--- src/rtl/core/tlfs_pkg.sv ---
package tlfs_pkg;

	localparam int IdW   = 16;
	localparam int PrioW = 8;
	localparam int ServW = 16;
	localparam int TimeW = 32;
	localparam int QuantW = 8;
	localparam logic [QuantW-1:0] QuantumReset = 8'd20;

	typedef enum logic {
		KIND_ARRIVAL = 1'b0,
		KIND_TICK    = 1'b1
	} kind_t;

	typedef enum logic {
		ST_DONE   = 1'b0,
		ST_REJECT = 1'b1
	} status_t;

	typedef enum logic {
		SRC_RR   = 1'b0,
		SRC_FIFO = 1'b1
	} src_t;

	typedef struct packed {
		logic [IdW-1:0]   id;
		logic [PrioW-1:0] prio;
		logic [ServW-1:0] serv;
		logic [ServW-1:0] rem;
		logic [TimeW-1:0] arrival;
	} job_t;

	typedef struct packed {
		logic [IdW-1:0]   job_id;
		logic [PrioW-1:0] job_priority;
		logic [ServW-1:0] service_time;
		kind_t            kind;
	} in_item_t;

	typedef struct packed {
		status_t          status;
		logic [IdW-1:0]   done_id;
		logic [PrioW-1:0] done_priority;
		logic [ServW-1:0] done_service;
		logic [TimeW-1:0] turnaround;
		src_t             finished_in;
	} out_item_t;

	typedef enum logic [1:0] {
		S_IDLE,
		S_EXEC,
		S_OUT
	} state_t;

	// controller to datapath
	typedef struct packed {
		logic load;
		logic exec;
	} cmd_t;

	// datapath to controller
	typedef struct packed {
		logic has_result;
	} sts_t;

endpackage

--- src/rtl/core/tlfs_ctrl.sv ---
module tlfs_ctrl
	import tlfs_pkg::*;
(
	input  logic clk,
	input  logic arst_n,
	input  logic in_valid,
	output logic in_ready,
	output logic out_valid,
	input  logic out_ready,
	output cmd_t cmd,
	input  sts_t sts
);

	state_t state_q, state_d;

	always_ff @(posedge clk or negedge arst_n) begin
		if (!arst_n) begin
			state_q <= S_IDLE;
		end else begin
			state_q <= state_d;
		end
	end

	always_comb begin
		state_d = state_q;
		in_ready = 1'b0;
		out_valid = 1'b0;
		cmd = '0;
		case (state_q)
			S_IDLE: begin
				in_ready = 1'b1;
				if (in_valid) begin
					cmd.load = 1'b1;
					state_d = S_EXEC;
				end
			end
			S_EXEC: begin
				cmd.exec = 1'b1;
				if (sts.has_result) begin
					state_d = S_OUT;
				end else begin
					state_d = S_IDLE;
				end
			end
			S_OUT: begin
				out_valid = 1'b1;
				in_ready = out_ready;
				if (out_ready) begin
					if (in_valid) begin
						cmd.load = 1'b1;
						state_d = S_EXEC;
					end else begin
						state_d = S_IDLE;
					end
				end
			end
			default: state_d = S_IDLE;
		endcase
	end

endmodule

--- config.mk ---
export PLATFORM = sky130hd
export DESIGN_NAME = tlfs_ctrl
export DESIGN_NICKNAME = d
export VERILOG_FILES = /design/src/rtl/core/tlfs_pkg.sv /design/src/rtl/core/tlfs_ctrl.sv
export SDC_FILE = /design/constraint.sdc
export NUM_CORES = 1
export LEC_CHECK = 0
export ABC_AREA = 1
export BUFFER_PORTS_ARGS = -buffer_cell sky130_fd_sc_hd__buf_4
export CORE_AREA = 3 3 40 42
export CTS_CLUSTER_DIAMETER = 150
export DETAILED_ROUTE_END_ITERATION = 7
export DIE_AREA = 0 0 43 45
export PLACE_DENSITY = 0.3
export SYNTH_ARGS = -nofsm -noshare
export SYNTH_HDL_FRONTEND = slang
export SYNTH_SLANG_ARGS = --single-unit
--- constraint.sdc ---
create_clock -name clk -period 1.3 [get_ports clk]
set_clock_uncertainty 0.1 [all_clocks]
set_input_delay 0.39 -clock clk [delete_from_list [all_inputs] [get_ports clk]]
set_output_delay 0.39 -clock clk [all_outputs]
set_load 0.05 [all_outputs]
Yosys cells after proc, flatten, opt, wreduce, memory -nomap -nowiden
Cells that the tools add are included.
{ "word_totals": {"inputBits": 5, "reg_bits": 2, "wordCells": 18, "out_inout_bits": 4} }
{ "classes": {"n_eq_ne": 4, "reduce_logical": 2, "n_mux": 11} }
{ "ops": {"columns": ["cell", "count"], "rows": [
  ["$mux 2", 3],
  ["$pmux 2 s3", 1],
  ["$mux 1", 5],
  ["$ne 2x2->1 const B", 2],
  ["$pmux 1 s2", 2],
  ["$eq 2x1->1 const B", 1],
  ["$eq 2x2->1 const B", 1],
  ["$logic_not 2->1", 1],
  ["$reduce_and 2->1", 1]
]} }

Logic depth before layout (Yosys ltp)
{ "depth": {"word_depth": 3, "mapped_depth": 4, "depth_no_buf": 4} }

Worst setup path before layout
Ideal clock, no wire load.
{ "synth_path": {"kind": "input-to-output", "startpoint": "input port out_ready", "endpoint": "output port cmd[1] (netlist name)", "n_path_buf": 0, "t_required_ns": 0.810, "cell_stages": 4, "setup_slack_ns": -0.372, "t_arrival_ns": 1.182, "cell_sequence": "inv_1 > nand2_1 > nand2_1 > nor2_1"} }
{ "synth_lines": {"columns": ["item", "line_no", "rtl"], "rows": [
  ["from (decl)", "tlfs_ctrl.sv:9", "input logic out_ready,"],
  ["to (decl)", "tlfs_ctrl.sv:10", "output cmd_t cmd,"]
]} }

Final worst setup path
{ "layout_path": {"startpoint": "register state_q[0]", "endpoint": "output port out_valid"} }
{ "layout_via": {"elab_chain_len": 2} }
{ "layout_lines": {"columns": ["item", "line_no", "rtl"], "rows": [
  ["from (decl)", "tlfs_ctrl.sv:14", "state_t state_q, state_d;"],
  ["from (signal assigned)", "tlfs_ctrl.sv:20", "state_q <= state_d;"],
  ["$eq 2x2->1", "tlfs_ctrl.sv:29", "case (state_q)"],
  ["$mux 1", "tlfs_ctrl.sv:29", null],
  ["to (decl)", "tlfs_ctrl.sv:8", "output logic out_valid,"]
]} }
Every way passes these cells.

==> out/metrics.csv <==
stage,metric,value,unit
outcome,status,finished with violations,
outcome,failing checks,negative setup slack,
drt,DR vias/cell,3.277,
floorplan,I/O pin count,9,
global_route,GR Util All Layers,0.04913,
final_layout,share of layout cells above drive strength 1,0.7500,
critical_path,crit end category,output port,
drt,First-pass DRT Iterations,1,
drt,via count,154,
place,Placed Area,234.0,um2
final_layout,number of fill cells,145,
final_layout,registers with the most flip-flops,state_q (2),
timing,Final period util,1.154,
final_layout,flip-flop count of the largest register after layout,2,
floorplan,die area,1935,um2
synth,"Avg Cell Area, Syn",6.647,um2
final_layout,largest register by flop count,state_q,
timing,final setup violation count,4,
place,IO Port Bufs,8,
clock_tree,total CTS buffers,3,
critical_path,critical path arrival,1010,ps
critical_path,RR Endpoint,state_q[1],
clock_tree,CTS tree,built,
critical_path,FF-to-FF setup slack,360,ps
critical_path,Critical Path Max Stage Delay,390,ps
worst_hold_path,worst hold path class,in -> reg,
final_layout,"leading cell type in the layout, fill and taps excluded",buf_4,
place,HPWL after DPL,276.3,um
power_and_ir_drop,Leak,0.1520,nW
worst_hold_path,hold path start,sts,
synth,synth unique cells,7,
timing,max frequency,0.6666,GHz
global_route,largest net degree at the start of global routing,4,
floorplan,die width,43,um
timing,final setup TNS,-780.1,ps
synth,"flops & latches, synth",2,
critical_path,data required time at the worst endpoint,810,ps
worst_hold_path,hold path depth,3,
floorplan,die height,45,um
timing,unrepaired setup endpoints after global routing,yes,
drt,Antenna Nets Post-Route,0,
synth,Mapped Cells,16,
synth,register area share after synthesis,0.4706,
critical_path,Reg2Reg Depth,5,
critical_path,worst-path maximum fanout,2,
synth,Synth Net Count,21,
floorplan,row cnt,13,
place,RePlAce Congestion,0.6667,
final_layout,final net count,39,
clock_tree,CTS root buffer,clkbuf_4,
timing,Hold Fails Final Rpt,0,
critical_path,Crit path buffers/inverters,2,
clock_tree,"CTS clk-pin slew, worst paths",30,ps
final_layout,Antenna Cells,0,
timing,count of final max-slew check failures,0,
critical_path,Top delay family on crit path,flip-flops,
global_route,GRT Residual Overflow,0,
global_route,global-route wire length before repair,648,um
flow_run,Max Cap Viol,0,
critical_path,crit path kind,reg -> out,
synth,dominant cell type by area after synthesis,dfrtp_1,
floorplan,core area,1285,um2
final_layout,final instance area,310.3,um2
synth,post-synth top area share,0.4706,
synth,"top cells by area, synth","dfrtp_1 (47%), inv_1 (14%), nand2_1 (14%)",
clock_tree,worst skew pair latency,220,ps
synth,Post-Syn Area,106.4,um2
power_and_ir_drop,maximum vdd drop,374.4,uV
global_route,number of global-route vias before repair,176,
clock_tree,H-tree depth,1,
drt,WL final,373,um
critical_path,Most common cell on crit path,buf_6,
timing,Rel. slew slack,0.9249,
clock_tree,Post-CTS Setup Bufs,0,
timing,final setup margin,-200.1,ps
clock_tree,Clock Sinks,2,
drt,Wirelength per Cell,7.936,um
worst_hold_path,Hold EP,state_q[1],
critical_path,reg2reg start,state_q[1],
final_layout,"Area growth, synth to finish",191.8,%
timing,Worst Tran Pin Value,112.6,ps
global_route,initial antenna violation count,0,
critical_path,critical path startpoint category,flop,
drt,Starting DRT DRC Count,0,
drt,post-route DRC violation count,0,
synth,Yosys Warn Count,0,
floorplan,Starting Density,0.08277,
timing,Final Critical Period,1500,ps
critical_path,CP cell instances,"buf_6, nor2_4, buf_6",
power_and_ir_drop,power per cell area,1224,nW/um2
critical_path,critical path's slowest cell,dfrtp_1,
final_layout,most frequent cells in the layout,"buf_4 (6), buf_6 (5), nor2_4 (3), clkbuf_4 (3)",
clock_tree,CTS max path bufs,2,
-- routing by layer --
layer  GRT usage  vias up  part of all wire
li1            -       77                 -
met1     0.05783       69              0.37
met2     0.05689        8              0.50
met3     0.01594        0              0.13
met4     0.07229        0                 0
met5           0        -                 0
-- Yosys cell counts --
library cell and number:
nor2_1 3, nand2_1 4, nand3_1 1, inv_2 1, nor2_2 1, inv_1 4
dfrtp_1 2
-- through the flow --
step / utilization / total power [mW] / std cells / hold WS [ps] / setup WS (ps)
global placement: 0.1821 / 0.2108 / 43 / 72.71 / -196.1
global route: 0.2415 / 0.4018 / 47 / 370.5 / -244.0
floorplan: - / 0.1586 / 16 / -5.591 / -33.25
finish: 0.2415 / 0.3799 / 47 / 334.2 / -200.1
CTS: 0.2288 / 0.3796 / 47 / 334.2 / -221.5
detailed placement: 0.1821 / 0.2121 / 43 / 73.38 / -193.1
-- cell families (layout without fill, tap and decap cells) --
kind of cell           Yosys count  in the layout  share of synthesized area
and+or+nand+nor                  9              9                     0.3529
buffers and inverters            5             21                     0.1764
DFF                              2              2                     0.4706
-- what timing repair did --
item | 4_1_cts | 5_1_grt
pin swaps | 4 | 3
endpoints found under the hold margin | 2 | 0
gates cloned | 0 | 0
hold buffers | 1 | 0
gates resized for setup | 8 | 4
endpoints found under the setup margin | 4 | 4
-- cell type report --
class | instances | area [um2] | area share
Timing Repair Buffer | 13 | 126.4 | 0.4073
Inverter | 5 | 25.02 | 0.08065
Clock buffer | 3 | 22.52 | 0.07258
Tap cell | 15 | 18.77 | 0.06048
Sequential cell | 2 | 50.05 | 0.1613
Multi-Input combinational cell | 9 | 67.56 | 0.2177
-- worst max path at each step --
stage	slack [ps]	cells after the start	endpoint	startpoint
final	-200	3	out_valid	state_q[0]
after global routing	-240	4	cmd[0]	state_q[0]
after CTS	-220	4	out_valid	state_q[1]
after detailed placement	-190	6	in_ready	out_ready
after global placement	-200	6	in_ready	out_ready
after floorplan	-30	2	cmd[0]	state_q[0]
-- report_power, final --
| part | total (mW) | internal (mW) | switching, mW |
|---|---|---|---|
| clock network | 0.135 | 0.102 | 0.0330 |
| registers | 0.0752 | 0.0694 | 0.00582 |
| logic | 0.170 | 0.0720 | 0.0981 |
| total | 0.380 | 0.243 | 0.137 |
-- tightest hold or removal path: stages --
cell	delay (ps)
buf_4	80
nand3_1	70
nand2_1	80
(Power assumes the default switching activity.)
